--- src/rtl/fpfa_pkg.sv ---
// ----------------------------------------------------------------------------
// fpfa_pkg
// Types and codes shared by the fixed partition fit allocator.
// ----------------------------------------------------------------------------
package fpfa_pkg;

    localparam int SIZE_W = 16;

    localparam logic [1:0] ACT_LOAD  = 2'd0;
    localparam logic [1:0] ACT_ALLOC = 2'd1;
    localparam logic [1:0] ACT_CLEAR = 2'd2;

    localparam logic [1:0] POL_FIRST = 2'd0;
    localparam logic [1:0] POL_BEST  = 2'd1;
    localparam logic [1:0] POL_NEXT  = 2'd2;
    localparam logic [1:0] POL_WORST = 2'd3;

    typedef struct packed {
        logic [1:0]        action;
        logic [2:0]        partition_index;
        logic [SIZE_W-1:0] size_value;
    } in_t;

    typedef struct packed {
        logic       granted;
        logic [2:0] granted_index;
    } out_t;

    typedef struct packed {
        logic ge;
        logic lt;
        logic gt;
    } cmp_res_t;

    typedef enum logic [1:0] {
        ST_IDLE,
        ST_SCAN,
        ST_COMMIT
    } state_t;

endpackage

--- src/rtl/fpfa_cmp.sv ---
// ----------------------------------------------------------------------------
// fpfa_cmp
// Shared size comparator: candidate against request and against current pick.
// ----------------------------------------------------------------------------
module fpfa_cmp (
    input  logic [fpfa_pkg::SIZE_W-1:0] cand,
    input  logic [fpfa_pkg::SIZE_W-1:0] req,
    input  logic [fpfa_pkg::SIZE_W-1:0] pick,
    output fpfa_pkg::cmp_res_t          res
);
    import fpfa_pkg::*;

    always_comb
    begin
        res.ge = (cand >= req);
        res.lt = (cand < pick);
        res.gt = (cand > pick);
    end

endmodule

--- src/rtl/fpfa_size_mem.sv ---
// ----------------------------------------------------------------------------
// fpfa_size_mem
// Partition size store, one write and one registered read port.
// Entries not yet loaded read as zero.
// ----------------------------------------------------------------------------
module fpfa_size_mem #(
    parameter int DEPTH = 8,
    parameter int IDX_W = 3
) (
    input  logic                        clk,
    input  logic                        rst_n,
    input  logic                        we,
    input  logic [IDX_W-1:0]            waddr,
    input  logic [fpfa_pkg::SIZE_W-1:0] wdata,
    input  logic [IDX_W-1:0]            raddr,
    output logic [fpfa_pkg::SIZE_W-1:0] rdata
);
    import fpfa_pkg::*;

    logic [SIZE_W-1:0] mem [DEPTH];
    logic [DEPTH-1:0]  valid_reg;
    logic [SIZE_W-1:0] rdata_reg;

    always_ff @(posedge clk or negedge rst_n)
    begin
        if (!rst_n)
        begin
            valid_reg <= '0;
        end
        else if (we)
        begin
            valid_reg[waddr] <= 1'b1;
        end
    end

    always_ff @(posedge clk)
    begin
        if (we)
        begin
            mem[waddr] <= wdata;
        end
    end

    always_ff @(posedge clk)
    begin
        rdata_reg <= valid_reg[raddr] ? mem[raddr] : '0;
    end

    assign rdata = rdata_reg;

endmodule

--- src/rtl/fixed_partition_fit_allocator.sv ---
// ----------------------------------------------------------------------------
// fixed_partition_fit_allocator
// Fixed partition table with first, best, next and worst fit placement.
// ----------------------------------------------------------------------------
// Usage:
//   A transaction is taken on cmd at a clock edge with start high and busy
//   low. Every transaction gives one result on result, marked by done for
//   exactly one cycle; the receiver cannot stall, so it must sample then.
//   Load, clear and unused actions answer in the next cycle and leave busy
//   low, so they may be issued back to back.
//   An allocate walks the size table one partition per cycle through the
//   single read port of the size store, feeding one shared comparator;
//   busy stays high through the scan and commit states and falls in the
//   same cycle that done rises, and no transaction is taken while busy.
//   cfg_we writes the fit policy; write it only while idle.
//   Reset clears the size table (through per-entry valid bits), all
//   occupied marks, the next-fit pointer and the policy; no clearing pass.
// ----------------------------------------------------------------------------
module fixed_partition_fit_allocator #(
    parameter int PARTITION_COUNT = 8
) (
    input  logic           clk,
    input  logic           rst_n,
    input  logic           start,
    output logic           busy,
    input  fpfa_pkg::in_t  cmd,
    output logic           done,
    output fpfa_pkg::out_t result,
    input  logic           cfg_we,
    input  logic [1:0]     cfg_wdata
);
    import fpfa_pkg::*;

    localparam int IDX_W = (PARTITION_COUNT > 1) ? $clog2(PARTITION_COUNT) : 1;
    localparam int CNT_W = $clog2(PARTITION_COUNT + 1);
    localparam logic [IDX_W-1:0] LAST_IDX = IDX_W'(PARTITION_COUNT - 1);
    localparam logic [CNT_W-1:0] CNT_END  = CNT_W'(PARTITION_COUNT);

    state_t                 state_reg, state_next;
    logic [1:0]             pol_reg;
    logic [PARTITION_COUNT-1:0] occ_reg, occ_next;
    logic [IDX_W-1:0]       ptr_reg, ptr_next;
    logic [SIZE_W-1:0]      req_reg, req_next;
    logic [IDX_W-1:0]       addr_reg, addr_next;
    logic [CNT_W-1:0]       cnt_reg, cnt_next;
    logic                   eval_reg, eval_next;
    logic [IDX_W-1:0]       eval_idx_reg, eval_idx_next;
    logic                   found_reg, found_next;
    logic [IDX_W-1:0]       pick_idx_reg, pick_idx_next;
    logic [SIZE_W-1:0]      pick_size_reg, pick_size_next;
    logic                   done_reg, done_next;
    out_t                   result_reg, result_next;

    logic                   accept;
    logic                   ld_we;
    logic [IDX_W+2:0]       ld_wide;
    logic [IDX_W-1:0]       ld_addr;
    logic [IDX_W+2:0]       pick_wide;
    logic [SIZE_W-1:0]      cand_size;
    cmp_res_t               cmp;
    logic                   take;

    assign accept  = start && (state_reg == ST_IDLE);
    assign ld_wide = (IDX_W + 3)'(cmd.partition_index);
    assign ld_addr = ld_wide[IDX_W-1:0];
    assign ld_we   = accept && (cmd.action == ACT_LOAD)
                     && (32'(cmd.partition_index) < PARTITION_COUNT);
    assign pick_wide = (IDX_W + 3)'(pick_idx_reg);

    fpfa_size_mem #(
        .DEPTH (PARTITION_COUNT),
        .IDX_W (IDX_W)
    ) u_mem (
        .clk   (clk),
        .rst_n (rst_n),
        .we    (ld_we),
        .waddr (ld_addr),
        .wdata (cmd.size_value),
        .raddr (addr_reg),
        .rdata (cand_size)
    );

    fpfa_cmp u_cmp (
        .cand (cand_size),
        .req  (req_reg),
        .pick (pick_size_reg),
        .res  (cmp)
    );

    always_ff @(posedge clk or negedge rst_n)
    begin
        if (!rst_n)
        begin
            state_reg  <= ST_IDLE;
            pol_reg    <= POL_FIRST;
            occ_reg    <= '0;
            ptr_reg    <= '0;
            cnt_reg    <= '0;
            eval_reg   <= 1'b0;
            found_reg  <= 1'b0;
            done_reg   <= 1'b0;
            result_reg <= '0;
        end
        else
        begin
            state_reg  <= state_next;
            occ_reg    <= occ_next;
            ptr_reg    <= ptr_next;
            cnt_reg    <= cnt_next;
            eval_reg   <= eval_next;
            found_reg  <= found_next;
            done_reg   <= done_next;
            result_reg <= result_next;
            if (cfg_we)
            begin
                pol_reg <= cfg_wdata;
            end
        end
    end

    always_ff @(posedge clk)
    begin
        req_reg       <= req_next;
        addr_reg      <= addr_next;
        eval_idx_reg  <= eval_idx_next;
        pick_idx_reg  <= pick_idx_next;
        pick_size_reg <= pick_size_next;
    end

    // candidate fits and beats current pick under the policy
    always_comb
    begin
        take = eval_reg && !occ_reg[eval_idx_reg] && cmp.ge
               && (!found_reg
                   || ((pol_reg == POL_BEST) && cmp.lt)
                   || ((pol_reg == POL_WORST) && cmp.gt));
    end

    always_comb
    begin
        state_next     = state_reg;
        occ_next       = occ_reg;
        ptr_next       = ptr_reg;
        req_next       = req_reg;
        addr_next      = addr_reg;
        cnt_next       = cnt_reg;
        eval_next      = 1'b0;
        eval_idx_next  = addr_reg;
        found_next     = found_reg;
        pick_idx_next  = pick_idx_reg;
        pick_size_next = pick_size_reg;
        done_next      = 1'b0;
        result_next    = result_reg;

        case (state_reg)
            ST_IDLE:
            begin
                if (accept)
                begin
                    result_next = '0;
                    case (cmd.action)
                        ACT_LOAD:
                        begin
                            done_next = 1'b1;
                            if (ld_we)
                            begin
                                occ_next[ld_addr] = 1'b0;
                            end
                        end
                        ACT_ALLOC:
                        begin
                            state_next = ST_SCAN;
                            req_next   = cmd.size_value;
                            addr_next  = (pol_reg == POL_NEXT) ? ptr_reg : '0;
                            cnt_next   = '0;
                            found_next = 1'b0;
                        end
                        ACT_CLEAR:
                        begin
                            done_next = 1'b1;
                            occ_next  = '0;
                            ptr_next  = '0;
                        end
                        default:
                        begin
                            done_next = 1'b1;
                        end
                    endcase
                end
            end
            ST_SCAN:
            begin
                if (take)
                begin
                    found_next     = 1'b1;
                    pick_idx_next  = eval_idx_reg;
                    pick_size_next = cand_size;
                end
                if (cnt_reg != CNT_END)
                begin
                    eval_next = 1'b1;
                    cnt_next  = cnt_reg + 1'b1;
                    addr_next = (addr_reg == LAST_IDX) ? '0 : addr_reg + 1'b1;
                end
                else
                begin
                    state_next = ST_COMMIT;
                end
            end
            ST_COMMIT:
            begin
                state_next  = ST_IDLE;
                done_next   = 1'b1;
                result_next = '0;
                if (found_reg)
                begin
                    occ_next[pick_idx_reg]    = 1'b1;
                    result_next.granted       = 1'b1;
                    result_next.granted_index = pick_wide[2:0];
                    if (pol_reg == POL_NEXT)
                    begin
                        ptr_next = pick_idx_reg;
                    end
                end
            end
            default:
            begin
                state_next = ST_IDLE;
            end
        endcase
    end

    assign busy   = (state_reg != ST_IDLE);
    assign done   = done_reg;
    assign result = result_reg;

endmodule

--- config.mk ---
export PLATFORM = sky130hd
export DESIGN_NAME = fixed_partition_fit_allocator
export DESIGN_NICKNAME = d
export VERILOG_FILES = /design/src/rtl/fpfa_pkg.sv /design/src/rtl/fpfa_cmp.sv /design/src/rtl/fpfa_size_mem.sv /design/src/rtl/fixed_partition_fit_allocator.sv
export SDC_FILE = /design/constraint.sdc
export NUM_CORES = 1
export LEC_CHECK = 0
export ABC_AREA = 1
export BUFFER_PORTS_ARGS = -buffer_cell sky130_fd_sc_hd__buf_2
export CAP_MARGIN = 5
export CELL_PAD_IN_SITES_DETAIL_PLACEMENT = 1
export CELL_PAD_IN_SITES_GLOBAL_PLACEMENT = 1
export CORE_MARGIN = 10
export CORE_UTILIZATION = 36
export DETAILED_ROUTE_END_ITERATION = 10
export HOLD_SLACK_MARGIN = 0.08
export PLACE_DENSITY_LB_ADDON = 0.05
export SLEW_MARGIN = 20
export SYNTH_ARGS = -nofsm -noshare
export SYNTH_HDL_FRONTEND = slang
export SYNTH_SLANG_ARGS = --single-unit
export TNS_END_PERCENT = 100
--- constraint.sdc ---
create_clock -name clk -period 2.9 [get_ports clk]
set_input_delay 0.725 -clock clk [delete_from_list [all_inputs] [get_ports clk]]
set_output_delay 0.725 -clock clk [all_outputs]
set_load 0.02 [all_outputs]
; Word level (Yosys, flattened, before mapping)
; Memories as Yosys holds them, arrays and structs flattened. A register that Yosys moved wholly into a read port is not among the register bits.
; Index checks and enable logic that the tools add are counted.
[totals]
ff_bits = 75
latch_bits = 0
mem_bits_rw = 128
rom_bits = 0
input_bits = 27
out_inout_bits = 6
elab_cells = 124
mem_count = 1
[op_classes]
addsub = 2
n_mul = 0
div = 0
n_lt_le_gt_ge = 9
eq_ne = 19
shift = 0
muxes = 46
bitwise = 4
n_reduce_logical = 27
[mem_list]
columns = memory, depth, word_bits, read_ports, rd_ports_with_merged_regs, wr, line_no
row1 = u_mem.mem, 8, 16, 1, 1, 1, fpfa_size_mem.sv:20  ; logic [SIZE_W-1:0] mem [DEPTH];
[ops]
columns = cell, n
row1 = case mux 8 bit (2 select lines), 2
row2 = two-way mux 3 bit, 9
row3 = two-way mux 8 bit, 3
row4 = two-way mux 4 bit, 5
row5 = greater-or-equal comparator 16 bit, 1
row6 = > comparator 16 bit, 1
row7 = less-than comparator 16 bit, 1
row8 = "less-than comparator 3 x 4 -> 1 bit, second input constant", 4
row9 = OR 8 bit, 2
row10 = case mux 4 bit (2 select lines), 2
row11 = two-way mux 1 bit, 13
row12 = "inequality test 2 bit, second input constant", 6
row13 = case mux 3 bit (2 select lines), 2
row14 = AND reduction 5 bit, 2
row15 = logical AND 1 bit, 9
row16 = bitwise AND 8 bit, 1
row17 = "equality test 2 bit, second input constant", 4
row18 = inverter 8 bit, 1
row19 = AND reduction 4 bit, 2
row20 = binary-select mux 1 bit (select 3 bit), 2
row21 = demux 1 bit (select 3 bit), 2
row22 = "equality test 2 x 1 -> 1 bit, second input constant", 3
row23 = "greater-or-equal comparator 3 x 1 -> 1 bit, second input constant", 2
row24 = two-way mux 2 bit, 3
row25 = other kinds (15), 25

; Depth between registers and ports, before layout
[depth]
word_depth = 10
ltp_mapped = 15
depth_no_buf = 15

; Modules after synthesis
; A second synthesis with hierarchy kept.
[hier_totals]
cells_unflattened = 1043
hier_area_um2 = 10082.2
[modules_own_cells]
columns = module, instances, cells_each, area_each_um2, seq_area_each_um2
row1 = fpfa_size_mem, 1, 662, 6485.0, 4364.2
row2 = fixed_partition_fit_allocator, 1, 244, 2741.4, 1851.8
row3 = fpfa_cmp, 1, 137, 855.8, 0.0

; Worst setup path before layout
; Ideal clock, no wire load.
[synth_timing]
path_kind = input to register
startpoint = input cmd[17] (netlist bit)
endpoint = memory u_mem.mem[6][0], enable pin
setup_time_ns = 0.401
arrival_time_ns = 1.922
t_required_ns = 2.499
setup_slack_ns = 0.576
stages = 2
path_buffers = 0
path_cell_list = inv_1 nor4_2
[synth_lines]
columns = element, line_no
row1 = "start, declared", fixed_partition_fit_allocator.sv:26  ; input fpfa_pkg::in_t cmd,
row2 = "end, declared", fpfa_size_mem.sv:20
; Straight into the memory's write port.

; Final worst setup path
[layout_timing]
startpoint = register req_reg[9]
endpoint = register pick_idx_reg[1], enable pin
[layout_via]
elab_chain_cells = 4
[layout_rtl]
columns = element, line_no
row1 = "start, declared", fixed_partition_fit_allocator.sv:43  ; logic [SIZE_W-1:0] req_reg, req_next;
row2 = "start signal, assigned", fixed_partition_fit_allocator.sv:123  ; req_reg <= req_next;
row3 = greater-or-equal comparator 16 bit, fpfa_cmp.sv:15  ; res.ge = (cand >= req);
row4 = logical AND 1 bit, fixed_partition_fit_allocator.sv:133  ; take = eval_reg && !occ_reg[eval_idx_reg] && cmp.ge
row5 = logical AND 1 bit, fixed_partition_fit_allocator.sv:134  ; && (!found_reg
row6 = AND reduction 2 bit (no source line), n/a
row7 = "end signal, assigned", fixed_partition_fit_allocator.sv:126  ; pick_idx_reg <= pick_idx_next;
row8 = "end, declared", fixed_partition_fit_allocator.sv:49  ; logic [IDX_W-1:0] pick_idx_reg, pick_idx_next;
; No other way between the ends.
; A chain may end at the register's enable or synchronous reset.

==> summary.md <==
| Metric | Value |
|---|---|
| Reg with most FFs | `u_mem.mem` |
| Avg WL per Cell | `18.6 um` |
| 1st-iter DRT viols | `393` |
| CTS resizes | `0` |
| Final WL | `22400 um` |
| Fin crit share | `72.6%` |
| Clock share of power | `33.6%` |
| Synth Area per Inst | `11.6 um^2` |
| Post-synthesis cell type count | `37` |
| Met3 Resource Use GR | `2.32%` |
| Reg-to-Reg Start | `req_reg[9]` |
| Hold Fails Final Rpt | `0` |
| Critical Path Sink | `pick_idx_reg[1]` |
| LEAKAGE | `4.38 nW` |
| Worst Tran Pin Value | `between 0.8 and 0.9 ns` |
| Slew Limit Fails | `0` |
| Switching part of the total power | `between 30% and 40%` |
| Met2 Usage GRT | `23.8%` |
| Max-capacitance violation count | `0` |
| Setup Fix Bufs, Post-CTS | `0` |
| Worst path slowest cell | `edfxtp_1` |
| Max reg flops | `128` |
| # diodes | `0` |
| Post-synth EDFFs | `166` |
| Most used cell, CP | `inv_1` |
| Placed cells | `1156` |
| Layout Cells excl Fill | `1204` |
| Reg power frac | `39.6%` |
| Most common cell after layout, fill and taps aside | `edfxtp_1` |
| Worst hold path type | `in2async` |
| Top Usage Layer GRT | `met2` |
| Crit Reg-Reg Endpoint | `pick_idx_reg[1]` |
| Most used DFF post-synth | `edfxtp_1` |
| TritonCTS buffer count | `26` |
| Final setup margin | `0.796 ns` |
| Critical path class | `reg2reg` |
| Core Area | `around 0.025 mm^2` |
| Bufs and invs on worst path | `4` |
| Final net count | `917` |
| Peak VDD IR | `0.457 mV` |
| Row count | `58` |
| Reg clk slew, reported paths | `0.06 ns` |
| Top cell type's share of synthesized area | `53.3%` |
| Area Growth Syn to Fin | `15.2%` |
| Top Ports | `33` |
| Tot GR Track Use | `about 14%` |
| R2R Setup Slk | `0.80 ns` |
| # clock sinks | `roughly 220` |
| Mapped Area | `0.00935 mm^2` |
| Switching pwr | `between 0.003 and 0.004 W` |
| Number of global-route vias before repair | `between 6000 and 7000` |
| Clock period minus worst slack | `approximately 2.1 ns` |
| Vias | `5935` |
| Residual DRC count | `0` |
| Worst skew pair latency | `between 0.5 and 0.6 ns` |
| Design area | `0.0108 mm^2` |
| Die Y | `roughly 180 um` |
| DR pass1 iterations | `4` |
| Antenna violations before repair | `1` |
| DRT antenna net count | `0` |
| Synth top area cells | `edfxtp_1 (53%), dfrtp_1 (9.1%), nor2_1 (5.3%), ha_1 (4.8%), nand2_1 (4.5%)` |
| CP peak stage delay | `between 0.3 and 0.4 ns` |
| Design internal power | `about 0.0068 W` |
| Sequential area share after synthesis | `about two thirds` |
| Worst setup startpoint | `req_reg[9]` |
| H-tree depth | `1` |
| Initial core utilization | `around 37%` |
| Post-placement cell area | `approximately 0.0099 mm^2` |
| Clock Skew | `0.0121 ns` |
| Global-route wire length before repair | `35900 um` |
| Pwr per Cell Area | `932 mW/mm^2` |
| CP cell instances | `inv_1 > ha_1 > nand4_1 > nor3_1 > nand3_1 > nand3_1 > nand2_1 > inv_1 > nand2_1 > inv_1 > buf_4` |
| CTS Root Cell | `clkbuf_16` |
| Largest net degree at the start of global routing | `75` |
| Dpl hpwl | `15300 um` |
| Outcome | `completed` |
| Clock buffer depth | `3` |
| Rel. slew slack | `45.7%` |
| Endpoints failing setup | `0` |
| Synthesis-stage register bit count | `~220` |
| Req. time, crit path | `3.09 ns` |
| Setup_tns | `0 ns` |
| WP depth | `11` |
| FMAX | `0.475 GHz` |
| Layout cells sized above 1 | `13.8%` |
| Setup crit start kind | `flop` |
| R2R cell count | `11` |
| Via/cell ratio | `4.93` |
| Ys async rst share | `15.5%` |
| RePlAce Congestion | `0.865` |
| Logic pwr share | `26.8%` |
| Unrepaired setup endpoints after global routing | `false` |
| CTS Hold Bufs | `0` |
| CP Capture Type | `flop` |
| Cell count after synthesis | `807` |
| Commonest non-fill, non-tap cells in the layout | `edfxtp_1 (166), nor2_1 (132), nand2_1 (112), inv_1 (84), o21ai_0 (58)` |
| Arr. time, crit path | `2.30 ns` |
| Ys Warns | `0` |
| Syn Nets | `870` |
| Fin Hold WS | `0.302 ns` |
| CP Max Fanout | `19` |
| Die Width | `181 um` |
| Global routing usage on met1 | `16.9%` |
| CP delay by family, top | `simple AND/OR/NAND/NOR gates` |
| Worst slack, placed | `0.594 ns` |
| GRT overflow | `0` |
| TritonCTS clock tree | `built` |
| Die area | `0.0328 mm^2` |
| Yosys top cell by area | `edfxtp_1` |
| I/O Buffers | `32` |
==> cells by family (layout without fill, tap and decap cells) <==
family                   after synthesis  in the layout  synth area share [%]
AO/OA/AOI/OAI                        132            132                  9.25
adder cells (fa/ha/maj)               36             36                  4.82
buffers and inverters                125            192                  6.09
flip-flops                           219            219                  66.5
AND/OR/NAND/NOR                      295            295                  13.3
==> worst min-delay path by stage <==
stage / from / endpoint / slack, ns / depth (start not counted)
floorplan: addr_reg[2] / eval_idx_reg[2] / 0.37 / 0
finish: rst_n / cnt_reg[2] / 0.30 / 1
global route: rst_n / state_reg[1] / 0.36 / 1
CTS: rst_n / cnt_reg[2] / 0.31 / 1
global placement: u_mem.rdata[0] / pick_size_reg[0] / 0.43 / 0
detailed placement: u_mem.rdata[0] / pick_size_reg[0] / 0.43 / 0
==> power groups by stage <==
| stage | clock [W] | sequential [W] | combinational, W |
|---|---|---|---|
| after global routing | 0.00360 | 0.00402 | 0.00309 |
| after CTS | 0.00346 | 0.00399 | 0.00278 |
| after floorplan | 0 | 0.00398 | 0.00202 |
| final | 0.00337 | 0.00398 | 0.00269 |
| after detailed placement | 0 | 0.00405 | 0.00277 |
| after global placement | 0 | 0.00404 | 0.00268 |
==> metrics by stage <==
stage / power (W) / utilization, %
floorplan: 0.00599 / -
global placement: 0.00672 / 39.0
detailed placement: 0.00682 / 39.0
CTS: 0.0102 / 42.5
global route: 0.0107 / 42.5
finish: 0.0100 / 42.5
==> cell type report <==
class                           instances  area [um^2]
Clock buffer                           28          679
Clock inverter                         20          214
Fill cell                            2699        14600
Inverter                               97          364
Multi-Input combinational cell        463         2570
Sequential cell                       219         6220
Tap cell                              330          413
Timing Repair Buffer                   47          310
==> synth_stat cells (2+ instances only) <==
cell and instances:
edfxtp_1 166, nor2_1 132, nand2_1 112, inv_1 84, o21ai_0 58, ha_1 36, dfrtp_1 34, o32ai_1 32
dfxtp_1 19, a21oi_1 17, nand3_1 16, inv_2 13, buf_2 11, nand2_2 11, a32o_1 9, buf_6 9
nor3_1 9, o21ai_1 6, or2_1 4, clkbuf_1 3, nor2_2 3, buf_1 2, buf_4 2, nand4_1 2
nor4_4 2, o21a_1 2, o22ai_1 2, or2_2 2
==> per-layer routing <==
| layer | wire length (um) | share of wire, % |
|---|---|---|
| met3 | 692 | 3.1 |
| met2 | 11300 | 51 |
| met4 | 367 | 1.6 |
| met5 | 20 | 0.089 |
| met1 | 10000 | 45 |
==> worst reg2reg max path, stage by stage (launching register included) <==
cell and delay, ns:
edfxtp_1 0.33, inv_1 0.04, ha_1 0.29, nand4_1 0.12, nor3_1 0.25, nand3_1 0.12, nand3_1 0.11, nand2_1 0.06
inv_1 0.05, nand2_1 0.06, inv_1 0.05, buf_4 0.28
No activity file was read; power rests on OpenSTA's default activity.
